## config.mk

```make
export PLATFORM = sky130hd
export DESIGN_NAME = http_chunked_body_deframer_top
export DESIGN_NICKNAME = d
export VERILOG_FILES = /design/src/design/hcbd_pkg.sv /design/src/design/hcbd_cfg.sv /design/src/design/hcbd_parse.sv /design/src/design/http_chunked_body_deframer_top.sv
export SDC_FILE = /design/constraint.sdc
export NUM_CORES = 1
export LEC_CHECK = 0
export BUFFER_PORTS_ARGS = -buffer_cell sky130_fd_sc_hd__buf_2
export CAP_MARGIN = 20
export CORE_ASPECT_RATIO = 1.1
export CORE_MARGIN = 2
export CORE_UTILIZATION = 63
export DETAILED_ROUTE_END_ITERATION = 6
export MAX_ROUTING_LAYER = met4
export PLACE_DENSITY = 0.85
export SLEW_MARGIN = 30
export SYNTH_ARGS = -nofsm -noshare
export SYNTH_HDL_FRONTEND = slang
export SYNTH_SLANG_ARGS = --single-unit
```

## constraint.sdc

```tcl
create_clock -name clk -period 6.6 [get_ports clk]
set_clock_uncertainty 0.15 [all_clocks]
set_input_delay 0.66 -clock clk [delete_from_list [all_inputs] [get_ports clk]]
set_output_delay 0.66 -clock clk [all_outputs]
set_load 0.02 [all_outputs]
```

## src/design/hcbd_pkg.sv

```systemverilog
package hcbd_pkg;

  // Default sizes
  localparam int DEF_SIZE_BITS       = 32;
  localparam int DEF_LINE_COUNT_BITS = 14;

  // Configuration port
  localparam int CFG_DATA_W  = 32;
  localparam int CFG_INDEX_W = 3;
  localparam int LINE_LEN_W  = 14;
  localparam logic [LINE_LEN_W-1:0] LINE_LEN_RESET = 14'd8192;

  typedef enum logic [CFG_INDEX_W-1:0] {
    CFG_CHUNKED_MODE    = 3'd0,
    CFG_EXPECTED_LENGTH = 3'd1,
    CFG_LIMIT_ENABLE    = 3'd2,
    CFG_BODY_LIMIT      = 3'd3,
    CFG_MAX_LINE_LENGTH = 3'd4
  } cfg_idx_t;

  typedef struct packed {
    logic                  chunked_mode;
    logic [31:0]           expected_length;
    logic                  limit_enable;
    logic [31:0]           body_limit;
    logic [LINE_LEN_W-1:0] max_line_length;
  } cfg_t;

  // Error codes
  typedef enum logic [1:0] {
    ERR_NONE      = 2'd0,
    ERR_MALFORMED = 2'd1,
    ERR_TOO_LARGE = 2'd2
  } err_t;

  typedef struct packed {
    logic       payload_valid;
    logic [7:0] payload_byte;
    logic       body_done;
    err_t       error_code;
  } result_t;

  typedef enum logic [2:0] {
    PH_SIZE_LINE = 3'd0,
    PH_DATA      = 3'd1,
    PH_DATA_CR   = 3'd2,
    PH_DATA_LF   = 3'd3,
    PH_FINAL_CR  = 3'd4,
    PH_FINAL_LF  = 3'd5,
    PH_IDLE      = 3'd6
  } phase_t;

  typedef enum logic [1:0] {
    SUB_LEAD   = 2'd0,
    SUB_DIGITS = 2'd1,
    SUB_TRAIL  = 2'd2,
    SUB_EXT    = 2'd3
  } sub_t;

  // Characters of the size line
  localparam logic [7:0] CH_SP   = 8'h20;
  localparam logic [7:0] CH_TAB  = 8'h09;
  localparam logic [7:0] CH_CR   = 8'h0D;
  localparam logic [7:0] CH_LF   = 8'h0A;
  localparam logic [7:0] CH_SEMI = 8'h3B;

  // Decode a hex digit: bit 4 is the hit flag, bits 3:0 the value
  function automatic logic [4:0] hex_decode(input logic [7:0] c);
    logic [4:0] r;
    r = 5'd0;
    if (c >= 8'h30 && c <= 8'h39) begin
      r = {1'b1, 4'(c - 8'h30)};
    end else if (c >= 8'h61 && c <= 8'h66) begin
      r = {1'b1, 4'(c - 8'h57)};
    end else if (c >= 8'h41 && c <= 8'h46) begin
      r = {1'b1, 4'(c - 8'h37)};
    end
    return r;
  endfunction

endpackage

```

## src/design/hcbd_cfg.sv

```systemverilog
module hcbd_cfg
  import hcbd_pkg::*;
(
  input  logic                   clk,
  input  logic                   rst,
  input  logic                   cfg_we,
  input  logic [CFG_INDEX_W-1:0] cfg_index,
  input  logic [CFG_DATA_W-1:0]  cfg_data,
  output cfg_t                   cfg
);

  // Hold the register file; writes beyond the list are dropped
  always_ff @(posedge clk) begin
    if (rst) begin
      cfg.chunked_mode    <= 1'b0;
      cfg.expected_length <= '0;
      cfg.limit_enable    <= 1'b0;
      cfg.body_limit      <= '0;
      cfg.max_line_length <= LINE_LEN_RESET;
    end else if (cfg_we) begin
      case (cfg_idx_t'(cfg_index))
        CFG_CHUNKED_MODE:    cfg.chunked_mode    <= cfg_data[0];
        CFG_EXPECTED_LENGTH: cfg.expected_length <= cfg_data[31:0];
        CFG_LIMIT_ENABLE:    cfg.limit_enable    <= cfg_data[0];
        CFG_BODY_LIMIT:      cfg.body_limit      <= cfg_data[31:0];
        CFG_MAX_LINE_LENGTH: cfg.max_line_length <= cfg_data[LINE_LEN_W-1:0];
        default: ;
      endcase
    end
  end

endmodule

```

## src/design/hcbd_parse.sv

```systemverilog
module hcbd_parse
  import hcbd_pkg::*;
#(
  parameter int SIZE_BITS       = DEF_SIZE_BITS,
  parameter int LINE_COUNT_BITS = DEF_LINE_COUNT_BITS
) (
  input  logic       clk,
  input  logic       rst,
  input  cfg_t       cfg,
  input  logic       step,
  input  logic [7:0] step_byte,
  output result_t    res
);

  localparam int TOT_W  = (SIZE_BITS > 32) ? SIZE_BITS : 32;
  localparam int LINE_W = (LINE_COUNT_BITS > LINE_LEN_W) ? LINE_COUNT_BITS : LINE_LEN_W;

  typedef struct packed {
    logic                 ok;
    sub_t                 sub;
    logic                 saw;
    logic [SIZE_BITS-1:0] size;
  } line_st_t;

  phase_t                     phase, phase_next;
  sub_t                       line_substate, line_substate_next;
  logic                       saw_digit, saw_digit_next;
  logic                       pending_cr, pending_cr_next;
  logic [LINE_COUNT_BITS-1:0] line_count, line_count_next;
  logic [SIZE_BITS-1:0]       chunk_size, chunk_size_next;
  logic [SIZE_BITS-1:0]       chunk_remaining, chunk_remaining_next;
  logic [SIZE_BITS-1:0]       total_count, total_count_next;

  logic [SIZE_BITS-1:0]       total_inc;
  logic [LINE_COUNT_BITS-1:0] line_inc;
  line_st_t                   st_cr, st_b;

  // Shift one hex digit into the size, refuse a value that outgrows the width
  function automatic line_st_t add_digit(input line_st_t s, input logic [3:0] d);
    line_st_t r;
    r = s;
    if (s.size[SIZE_BITS-1 -: 4] != 4'd0) begin
      r.ok = 1'b0;
    end else begin
      r.size = {s.size[SIZE_BITS-5:0], d};
      r.saw  = 1'b1;
    end
    return r;
  endfunction

  // Feed one ordinary line character through the trim/digit/extension walk
  function automatic line_st_t line_char(input line_st_t s, input logic [7:0] c);
    line_st_t   r;
    logic       blank;
    logic [4:0] hx;
    r     = s;
    blank = (c == CH_SP) || (c == CH_TAB);
    hx    = hex_decode(c);
    case (s.sub)
      SUB_LEAD: begin
        if (!blank) begin
          if (!hx[4]) begin
            r.ok = 1'b0;
          end else begin
            r.sub = SUB_DIGITS;
            r = add_digit(r, hx[3:0]);
          end
        end
      end
      SUB_DIGITS: begin
        if (hx[4]) begin
          r = add_digit(r, hx[3:0]);
        end else if (blank) begin
          r.sub = SUB_TRAIL;
        end else if (c == CH_SEMI) begin
          r.sub = SUB_EXT;
        end else begin
          r.ok = 1'b0;
        end
      end
      SUB_TRAIL: begin
        if (c == CH_SEMI) begin
          r.sub = SUB_EXT;
        end else if (!blank) begin
          r.ok = 1'b0;
        end
      end
      default: ;
    endcase
    return r;
  endfunction

  // Saturating counters
  assign total_inc = (total_count != '1) ? total_count + 1'b1 : total_count;
  assign line_inc  = (line_count != '1) ? line_count + 1'b1 : line_count;

  // A CR that is not followed by LF goes through as a line character
  always_comb begin
    st_cr = line_char({1'b1, line_substate, saw_digit, chunk_size}, CH_CR);
    if (!pending_cr) begin
      st_cr = {1'b1, line_substate, saw_digit, chunk_size};
    end
    st_b = line_char(st_cr, step_byte);
  end

  // Work out the result word and the next state for one byte
  always_comb begin
    phase_next           = phase;
    line_substate_next   = line_substate;
    saw_digit_next       = saw_digit;
    pending_cr_next      = pending_cr;
    line_count_next      = line_count;
    chunk_size_next      = chunk_size;
    chunk_remaining_next = chunk_remaining;
    total_count_next     = total_count;
    res                  = '0;

    if (phase == PH_IDLE) begin
      // discard
    end else if (!cfg.chunked_mode) begin
      if (TOT_W'(total_count) >= TOT_W'(cfg.expected_length)) begin
        res.body_done = 1'b1;
      end else begin
        res.payload_valid = 1'b1;
        res.payload_byte  = step_byte;
        total_count_next  = total_inc;
        if (TOT_W'(total_inc) >= TOT_W'(cfg.expected_length)) begin
          res.body_done = 1'b1;
        end
      end
      if (res.body_done) begin
        phase_next = PH_IDLE;
      end
    end else begin
      case (phase)
        PH_SIZE_LINE: begin
          line_count_next = line_inc;
          if (LINE_W'(line_inc) > LINE_W'(cfg.max_line_length)) begin
            res.error_code = ERR_MALFORMED;
          end else if (pending_cr && step_byte == CH_LF) begin
            if (!saw_digit) begin
              res.error_code = ERR_MALFORMED;
            end else begin
              chunk_remaining_next = chunk_size;
              phase_next = (chunk_size == '0) ? PH_FINAL_CR : PH_DATA;
              chunk_size_next    = '0;
              line_substate_next = SUB_LEAD;
              saw_digit_next     = 1'b0;
              pending_cr_next    = 1'b0;
              line_count_next    = '0;
            end
          end else if (!st_cr.ok || step_byte == CH_LF) begin
            res.error_code = ERR_MALFORMED;
          end else if (step_byte == CH_CR) begin
            line_substate_next = st_cr.sub;
            saw_digit_next     = st_cr.saw;
            chunk_size_next    = st_cr.size;
            pending_cr_next    = 1'b1;
          end else if (!st_b.ok) begin
            res.error_code = ERR_MALFORMED;
          end else begin
            line_substate_next = st_b.sub;
            saw_digit_next     = st_b.saw;
            chunk_size_next    = st_b.size;
            pending_cr_next    = 1'b0;
          end
        end
        PH_DATA: begin
          total_count_next = total_inc;
          if (cfg.limit_enable && TOT_W'(total_inc) > TOT_W'(cfg.body_limit)) begin
            res.error_code = ERR_TOO_LARGE;
          end else begin
            res.payload_valid = 1'b1;
            res.payload_byte  = step_byte;
            if (chunk_remaining != '0) begin
              chunk_remaining_next = chunk_remaining - 1'b1;
            end
            if (chunk_remaining_next == '0) begin
              phase_next = PH_DATA_CR;
            end
          end
        end
        PH_DATA_CR: begin
          if (step_byte != CH_CR) res.error_code = ERR_MALFORMED;
          else phase_next = PH_DATA_LF;
        end
        PH_DATA_LF: begin
          if (step_byte != CH_LF) begin
            res.error_code = ERR_MALFORMED;
          end else begin
            phase_next         = PH_SIZE_LINE;
            line_substate_next = SUB_LEAD;
            saw_digit_next     = 1'b0;
            pending_cr_next    = 1'b0;
            line_count_next    = '0;
          end
        end
        PH_FINAL_CR: begin
          if (step_byte != CH_CR) res.error_code = ERR_MALFORMED;
          else phase_next = PH_FINAL_LF;
        end
        default: begin
          if (step_byte != CH_LF) begin
            res.error_code = ERR_MALFORMED;
          end else begin
            res.body_done = 1'b1;
            phase_next    = PH_IDLE;
          end
        end
      endcase
      if (res.error_code != ERR_NONE) begin
        phase_next = PH_IDLE;
      end
    end
  end

  // Advance the parser state on each accepted byte
  always_ff @(posedge clk) begin
    if (rst) begin
      phase           <= PH_SIZE_LINE;
      line_substate   <= SUB_LEAD;
      saw_digit       <= 1'b0;
      pending_cr      <= 1'b0;
      line_count      <= '0;
      chunk_size      <= '0;
      chunk_remaining <= '0;
      total_count     <= '0;
    end else if (step) begin
      phase           <= phase_next;
      line_substate   <= line_substate_next;
      saw_digit       <= saw_digit_next;
      pending_cr      <= pending_cr_next;
      line_count      <= line_count_next;
      chunk_size      <= chunk_size_next;
      chunk_remaining <= chunk_remaining_next;
      total_count     <= total_count_next;
    end
  end

  // A finished or failed body leaves the parser idle
  a_end_idle: assert property (@(posedge clk) disable iff (rst)
    step && (res.body_done || res.error_code != ERR_NONE) |=> phase == PH_IDLE)
    else $error("parser not idle after done or error");

  // An idle parser gives all-zero words
  a_idle_zero: assert property (@(posedge clk) disable iff (rst)
    phase == PH_IDLE |-> res == '0)
    else $error("idle parser produced a non-zero word");

  // The last byte of a chunk moves on to the trailing CR
  a_chunk_end: assert property (@(posedge clk) disable iff (rst)
    step && cfg.chunked_mode && phase == PH_DATA && res.payload_valid
      && chunk_remaining == SIZE_BITS'(1) |=> phase == PH_DATA_CR)
    else $error("chunk end did not move to CR check");

  // A held CR belongs to the size line only
  a_cr_in_line: assert property (@(posedge clk) disable iff (rst)
    pending_cr && phase != PH_IDLE |-> phase == PH_SIZE_LINE)
    else $error("pending CR outside the size line");

endmodule

```

## src/design/http_chunked_body_deframer_top.sv

```systemverilog
// HTTP request body deframer: one raw body byte in per word, one result word out per byte
// (payload_valid/payload_byte, body_done, error_code). It takes a byte every cycle unless
// in_stall is high, which happens only while the receiver holds out_stall on a result word.
// A byte passes from the input register through the combinational parse step into the
// output register. Write the configuration registers right after reset and while no word is
// in flight. After body_done or an error every further byte yields an all-zero word until
// reset.
module http_chunked_body_deframer_top
  import hcbd_pkg::*;
#(
  parameter int SIZE_BITS       = DEF_SIZE_BITS,
  parameter int LINE_COUNT_BITS = DEF_LINE_COUNT_BITS
) (
  input  logic                   clk,
  input  logic                   rst,
  input  logic                   cfg_we,
  input  logic [CFG_INDEX_W-1:0] cfg_index,
  input  logic [CFG_DATA_W-1:0]  cfg_data,
  input  logic                   in_valid,
  output logic                   in_stall,
  input  logic [7:0]             in_byte,
  output logic                   out_valid,
  input  logic                   out_stall,
  output logic                   payload_valid,
  output logic [7:0]             payload_byte,
  output logic                   body_done,
  output logic [1:0]             error_code
);

  cfg_t       cfg;
  result_t    res;
  logic       in_reg_valid;
  logic [7:0] in_reg_byte;
  logic       out_free;
  logic       proc_fire;

  hcbd_cfg u_cfg (
    .clk       (clk),
    .rst       (rst),
    .cfg_we    (cfg_we),
    .cfg_index (cfg_index),
    .cfg_data  (cfg_data),
    .cfg       (cfg)
  );

  hcbd_parse #(
    .SIZE_BITS       (SIZE_BITS),
    .LINE_COUNT_BITS (LINE_COUNT_BITS)
  ) u_parse (
    .clk       (clk),
    .rst       (rst),
    .cfg       (cfg),
    .step      (proc_fire),
    .step_byte (in_reg_byte),
    .res       (res)
  );

  // Pipeline control
  assign out_free  = !out_valid || !out_stall;
  assign proc_fire = in_reg_valid && out_free;
  assign in_stall  = in_reg_valid && !out_free;

  // Input register: load when empty or when its byte moves on
  always_ff @(posedge clk) begin
    if (rst) begin
      in_reg_valid <= 1'b0;
    end else if (!in_stall) begin
      in_reg_valid <= in_valid;
    end
  end

  always_ff @(posedge clk) begin
    if (!in_stall && in_valid) begin
      in_reg_byte <= in_byte;
    end
  end

  // Output register: hold while stalled
  always_ff @(posedge clk) begin
    if (rst) begin
      out_valid <= 1'b0;
    end else if (out_free) begin
      out_valid <= proc_fire;
    end
  end

  always_ff @(posedge clk) begin
    if (proc_fire) begin
      payload_valid <= res.payload_valid;
      payload_byte  <= res.payload_byte;
      body_done     <= res.body_done;
      error_code    <= res.error_code;
    end
  end

  // Input stalls only behind a held result word
  a_stall_cause: assert property (@(posedge clk) disable iff (rst)
    in_stall |-> out_valid && out_stall && in_reg_valid)
    else $error("input stalled without a held result word");

endmodule

```

## Word-level counts from Yosys, hierarchy flattened

Index checks and enable logic that the tools add are counted.

| storage, ports and cells | value |
|---|---|
| flip-flop bits (word level) | 219 |
| input bits | 48 |

| operators by class | value |
|---|---|
| add/subtract/negate cells | 6 |
| order comparisons | 10 |
| eq/ne operators | 43 |
| multiplexer cells | 103 |
| bitwise gates (word level) | 3 |
| reduce and logical (&&, ||, !) cells | 45 |

Operators with widths:

| operator | number |
|---|---|
| 2-to-1 mux 32 bit | 18 |
| 2-to-1 mux 36 bit | 2 |
| 2-to-1 mux 14 bit | 5 |
| 2-to-1 mux 33 bit | 2 |
| one-hot mux 33 bit (2 select lines) | 1 |
| greater-or-equal comparator 32 bit | 2 |
| zero test 32 bit | 2 |
| one-hot mux 32 bit (2 select lines) | 1 |
| 2-to-1 mux 3 bit | 14 |
| 2-to-1 mux 35 bit | 1 |
| adder 32 x 1 -> 32 bit (second input constant) | 1 |
| > comparator 32 bit | 1 |
| 2-to-1 mux 2 bit | 16 |
| inequality test 32 bit (second input constant) | 1 |
| nonzero test 32 bit | 1 |
| subtractor 32 x 1 -> 32 bit (second input constant) | 1 |
| 2-to-1 mux 1 bit | 29 |
| one-hot mux 14 bit (2 select lines) | 1 |
| 2-to-1 mux 9 bit | 3 |
| == test 8 x 4 -> 1 bit (second input constant) | 3 |
| AND reduction 8 bit | 3 |
| inequality test 4 bit (second input constant) | 5 |
| == test 8 x 6 -> 1 bit (second input constant) | 2 |
| greater-or-equal comparator 8 x 7 -> 1 bit (second input constant) | 2 |
| 44 further kinds | 93 |

## Longest topological paths before layout

| logic depth | value |
|---|---|
| depth after elaboration | 20 |
| mapped depth | 21 |
| gate-level depth less buffers | 19 |

## By module

Synthesis repeated with hierarchy kept, for this count alone.

| second synthesis, totals | value |
|---|---|
| cell total of the unflattened synthesis | 1708 |
| area total of the unflattened synthesis | 14241.2 µm² |

Modules (own cells, without submodules):

| module | times used | cells an instance | area each (µm²) | sequential area each (µm²) |
|---|---|---|---|---|
| hcbd_parse | 1 | 1377 | 10211.0 | 2342.2 |
| hcbd_cfg | 1 | 301 | 3343.2 | 1601.5 |
| http_chunked_body_deframer_top | 1 | 30 | 686.9 | 640.6 |

## Least setup slack after synthesis

No wires, ideal clock.

| timing | value |
|---|---|
| kind | register to register |
| from | reg u_parse.total_count[1] |
| to | reg u_parse.chunk_remaining[6] |
| arrival | 4.300 ns |
| path slack | 2.022 ns |
| stages on the path, launching flop included | 21 |
| clock period less this slack | 4.578 ns |
| path through | dfxtp_1 -> ha_1 -> nand3_1 -> or3_1 -> nor4_2 -> nor4_1 -> and4_1 -> nand2_1 -> nor2_1 -> xor2_1 -> ha_1 -> nand4_1 -> nor4_1 -> o31ai_1 -> a21o_1 -> a21o_1 -> nand2b_1 -> clkbuf_1 -> clkbuf_1 -> a2bb2oi_1 -> nor2_1 |

| between the ends | value |
|---|---|
| longest elaborated chain between the ends | 6 |
| elaborated cells on any way between the ends | 7 |
| classes of those cells | 1 x add/sub; 1 x order compare; 2 x eq/ne; 1 x mux; 2 x reduce/logical |

Ends and longest elaborated chain:

| what | line | source |
|---|---|---|
| start, declared | hcbd_parse.sv:32 | `logic [SIZE_BITS-1:0] total_count, total_count_next;` |
| start signal, assigned | hcbd_parse.sv:236 | `total_count <= total_count_next;` |
| adder 32 x 1 -> 32 bit or inequality test 32 bit (tied branches) | hcbd_parse.sv:94 | `assign total_inc = (total_count != '1) ? total_count + 1'b1 : total_count;` |
| 2-to-1 mux 32 bit (*) | hcbd_parse.sv:94 |  |
| net u_parse.total_inc[31] | hcbd_parse.sv:34 | `logic [SIZE_BITS-1:0] total_inc;` |
| > comparator 32 bit (*) | hcbd_parse.sv:170 | `if (cfg.limit_enable && TOT_W'(total_inc) > TOT_W'(cfg.body_limit)) begin` |
| logical AND 1 bit (*) | hcbd_parse.sv:170 |  |
| inequality test 2 bit (no source line) (*) | n/a |  |
| AND reduction 8 bit (no source line) (*) | n/a |  |
| end signal, assigned | hcbd_parse.sv:235 | `chunk_remaining <= chunk_remaining_next;` |
| end, declared | hcbd_parse.sv:31 | `logic [SIZE_BITS-1:0] chunk_remaining, chunk_remaining_next;` |

The timed path passes the listed nets; every way through them passes the cells marked *.
A chain may end at the register's enable or synchronous reset.

## Final worst setup path

| timing | value |
|---|---|
| from | reg u_parse.total_count[1] |
| to | reg u_parse.chunk_remaining[17] |

The elaborated chain is that of the path after synthesis.

==> run_results.csv <==
group,metric,value,unit
timing,hold_ws,0.150,ns
synthesis,ys_warn_count,0,
setup_path,crit_end,"u_parse.chunk_remaining[17]",
synthesis,yosys.area.top_type,"dfxtp_1",
synthesis,synthTopCellsByArea,"dfxtp_1 (29%), ha_1 (11%), nand2_1 (7.5%), a21oi_1 (6.6%), edfxtp_1 (4.4%)",
job,cap_violations,0,
synthesis,synth_edf_count,20,
finish,area_delta_synth_final,9.25,%
global_route,grt_pass1_vias,12000,
clocking,cts_buffer_depth,3,
synthesis,ys_seq_area_share,33.9,%
timing,hold_viol,0,
drt,dr.pass1.iters,6,
timing,rsz0062_at_grt,"no",
setup_path,reg2regPathDepth,18,
placement,dp_hpwl,24600,um
pwr,powerDensity,202,nW/um2
clocking,cts_buffers,25,
drt,antenna_left,0,
placement,gp_congestion,0.954,
synthesis,synth_top_area_share,29.5,%
synthesis,synthArstFlopShare,0,%
setup_path,r2r-end,"u_parse.chunk_remaining[17]",
setup_path,crit_path_end_kind,"flop",
synthesis,yosysUniqueCellTypes,81,
die,die_area,22600,um2
timing,fmax,181,MHz
setup_path,cpPeakStageDelay,0.59,ns
synthesis,synthesis.nets,1882,
global_route,track_usage,31.5,%
clocking,cts_tree,"built",
drt,vias,12700,
finish,nNetsFinal,1901,
drt,wl_per_cell,17.1,um
clocking,cts_sinks,219,
timing,post-route-min-period,5.53,ns
die,die_height,158,um
drt,drt-vias-per-instance,6.25,
setup_path,worstPathRequired,6.91,ns
pwr,finalPower,2.99,mW
finish,insertedDiodeCount,0,
global_route,grt_max_degree,131,
setup_path,cp_max_fo,19,
clocking,ctsResizeCount,0,
setup_path,arrival,5.84,ns
synthesis,synth_ff_type,"dfxtp_1",
setup_path,timing_worst_setup_path_type,"reg2reg",
drt,routed_wl,34800,um
synthesis,syn_area,13500,um2
setup_path,crit_start,"u_parse.total_count[1]",
global_route,antenna_found_initial,0,
clocking,hold_buffers,0,
die,die_w,144,um
drt,drc,0,
timing,worst_slew_pin_slew,0.986,ns
synthesis,syn_area_per_cell,7.89,um2
setup_path,startpoint_type,"flop",
global_route,grt_pass1_wl,57200,um
finish,drive_above_1_share,8.30,%
global_route,overflow,0,
setup_path,rr_startpoint,"u_parse.total_count[1]",
clocking,clk_latency,0.54,ns
die,num_rows,56,
pwr,leakage,5.57,nW
clocking,ctsHtreeMaxLevel,1,
setup_path,slowest_stage,"nor4_2",
status,outcome,"finished clean",
pwr,ir_drop,241,uV
synthesis,syn_inst,1712,
timing,finalSetupTns,0,ns
finish,fillerInstances,1706,
timing,drv_slew,0,
clocking,cts_root_buffer,"clkbuf_16",
setup_path,regToRegSetupSlack,1.07,ns
placement,io_buffer_count,61,
setup_path,cp_cell_sequence,"ha_1, nand3_1, or3_1, nor4_2, nor4_1, and4_1, nand2_1, nor2_1, xor2_1, ha_1, nand4_1, nor4_1, o31ai_1, a21o_1, a21o_1, nand2b_1, o21ai_0, a21oi_1",
die,io_pins,62,
die,start_util,63.8,%
die,core,21200,um2
worst_hold_path,holdCritPathClass,"in2reg",
clocking,cts_setup_buffers,0,
clocking,path_clk_slew,0.06,ns
timing,setup_violations,0,
timing,maxSlewHeadroom,34.2,%
synthesis,synth-seq-cells,219,
drt,drt_iter0_drc,1141,
timing,finalCritPeriodShare,83.8,%
## final cells by class
type | instances | area [um2] | area share [%]
tap | 290 | 363 | 2.46
clock inverter | 13 | 131 | 0.890
inverter | 98 | 368 | 2.49
sequential | 219 | 4580 | 31.1
timing repair buffer | 70 | 379 | 2.57
clock buffer | 31 | 673 | 4.56
multi-input combinational | 1317 | 8260 | 56.0
## logic make-up after synthesis
group           after synthesis  share of synthesized area [%]
fa+ha+maj                   122                           11.3
flops                       219                           33.9
buf+inv                     176                           5.15
mux                          10                          0.769
compound gates              431                           19.8
xor+xnor                     62                           4.02
simple gates                692                           25.0
## sequential cells by signal, indices dropped and copies added, names as in the netlist
register / cells
body_done: 1
u_parse.chunk_remaining: 32
out_valid: 1
u_parse.line_count: 14
u_cfg.cfg: 80
u_parse.chunk_size: 32
payload_valid: 1
u_parse.line_substate: 2
in_reg_valid: 1
u_parse.saw_digit: 1
u_parse.total_count: 32
in_reg_byte: 8
error_code: 2
u_parse.phase: 3
payload_byte: 8
u_parse.pending_cr: 1
## how the worst min path moves through the flow
| stage | from | to | depth (start not counted) |
|---|---|---|---|
| floorplan | u_cfg.cfg[10] | u_cfg.cfg[10] | 2 |
| global placement | u_cfg.cfg[37] | u_cfg.cfg[37] | 2 |
| detailed placement | u_cfg.cfg[64] | u_cfg.cfg[64] | 2 |
| CTS | in_byte[7] | in_reg_byte[7] | 1 |
| global route | in_byte[0] | in_reg_byte[0] | 1 |
| finish | in_byte[0] | in_reg_byte[0] | 1 |
## stage by stage
step | std cells | instance area, um2 | setup WS (ns) | util (%)
after floorplan | 1712 | 13500 | 2.02 | -
after detailed placement | 1994 | 13900 | 1.18 | 65.9
final | 2038 | 14800 | 1.07 | 69.7
after global routing | 2038 | 14800 | 0.584 | 69.7
after CTS | 2038 | 14800 | 1.15 | 69.7
after global placement | 1994 | 13900 | 1.33 | 65.9
## placed cells by master, fill, tap and decap left out, drive strengths merged, types with 10 or more instances in the layout
cell	netlist	layout
nor2	135	135
buf	14	70
a21o	18	18
and4	12	12
a211oi	19	19
nor2b	11	11
nand2b	18	18
o21a	10	10
nor4	27	27
nor3	31	31
a22oi	42	42
xnor2	37	37
and3	17	17
inv	98	99
nand4	45	45
xor2	25	25
edfxtp	20	20
or3	24	24
clkbuf	64	31
nand3	50	50
dfxtp	199	199
a21oi	181	181
o21ai	85	85
nand2	270	270
ha	122	122
and2	20	20
## critical path: cells and delay by family, from the launching register on
family / cells / cell delay, ns
adders and majority gates: 2 / 0.57
DFF: 1 / 0.44
and+or+nand+nor: 10 / 3.10
xor gates and xnor gates: 1 / 0.18
AOI/OAI and AO/OA: 5 / 1.01
## per-layer routing
layer	part of all wire [%]	track usage, %	vias up
li1	-	-	6144
met1	41	37.0	5967
met2	49	53.8	517
met3	6.9	5.57	108
met4	3.5	11.9	0
met5	0	-	-
## synth_stat cells, drive strengths merged, types with 14 or more instances
cell / count
a211oi: 19
a21o: 18
a21oi: 181
a22oi: 42
and2: 20
and3: 17
buf: 14
clkbuf: 64
dfxtp: 199
edfxtp: 20
ha: 122
inv: 98
nand2: 270
nand2b: 18
nand3: 50
nand4: 45
nor2: 135
nor3: 31
nor4: 27
o21ai: 85
or3: 24
xnor2: 37
xor2: 25
## report_power, final
group,internal [mW],switching (mW)
Clock,0.802,0.581
Sequential,1.37,0.0194
Combinational,0.0760,0.141
Total,2.25,0.741
Power figures use the tool's default switching activity.
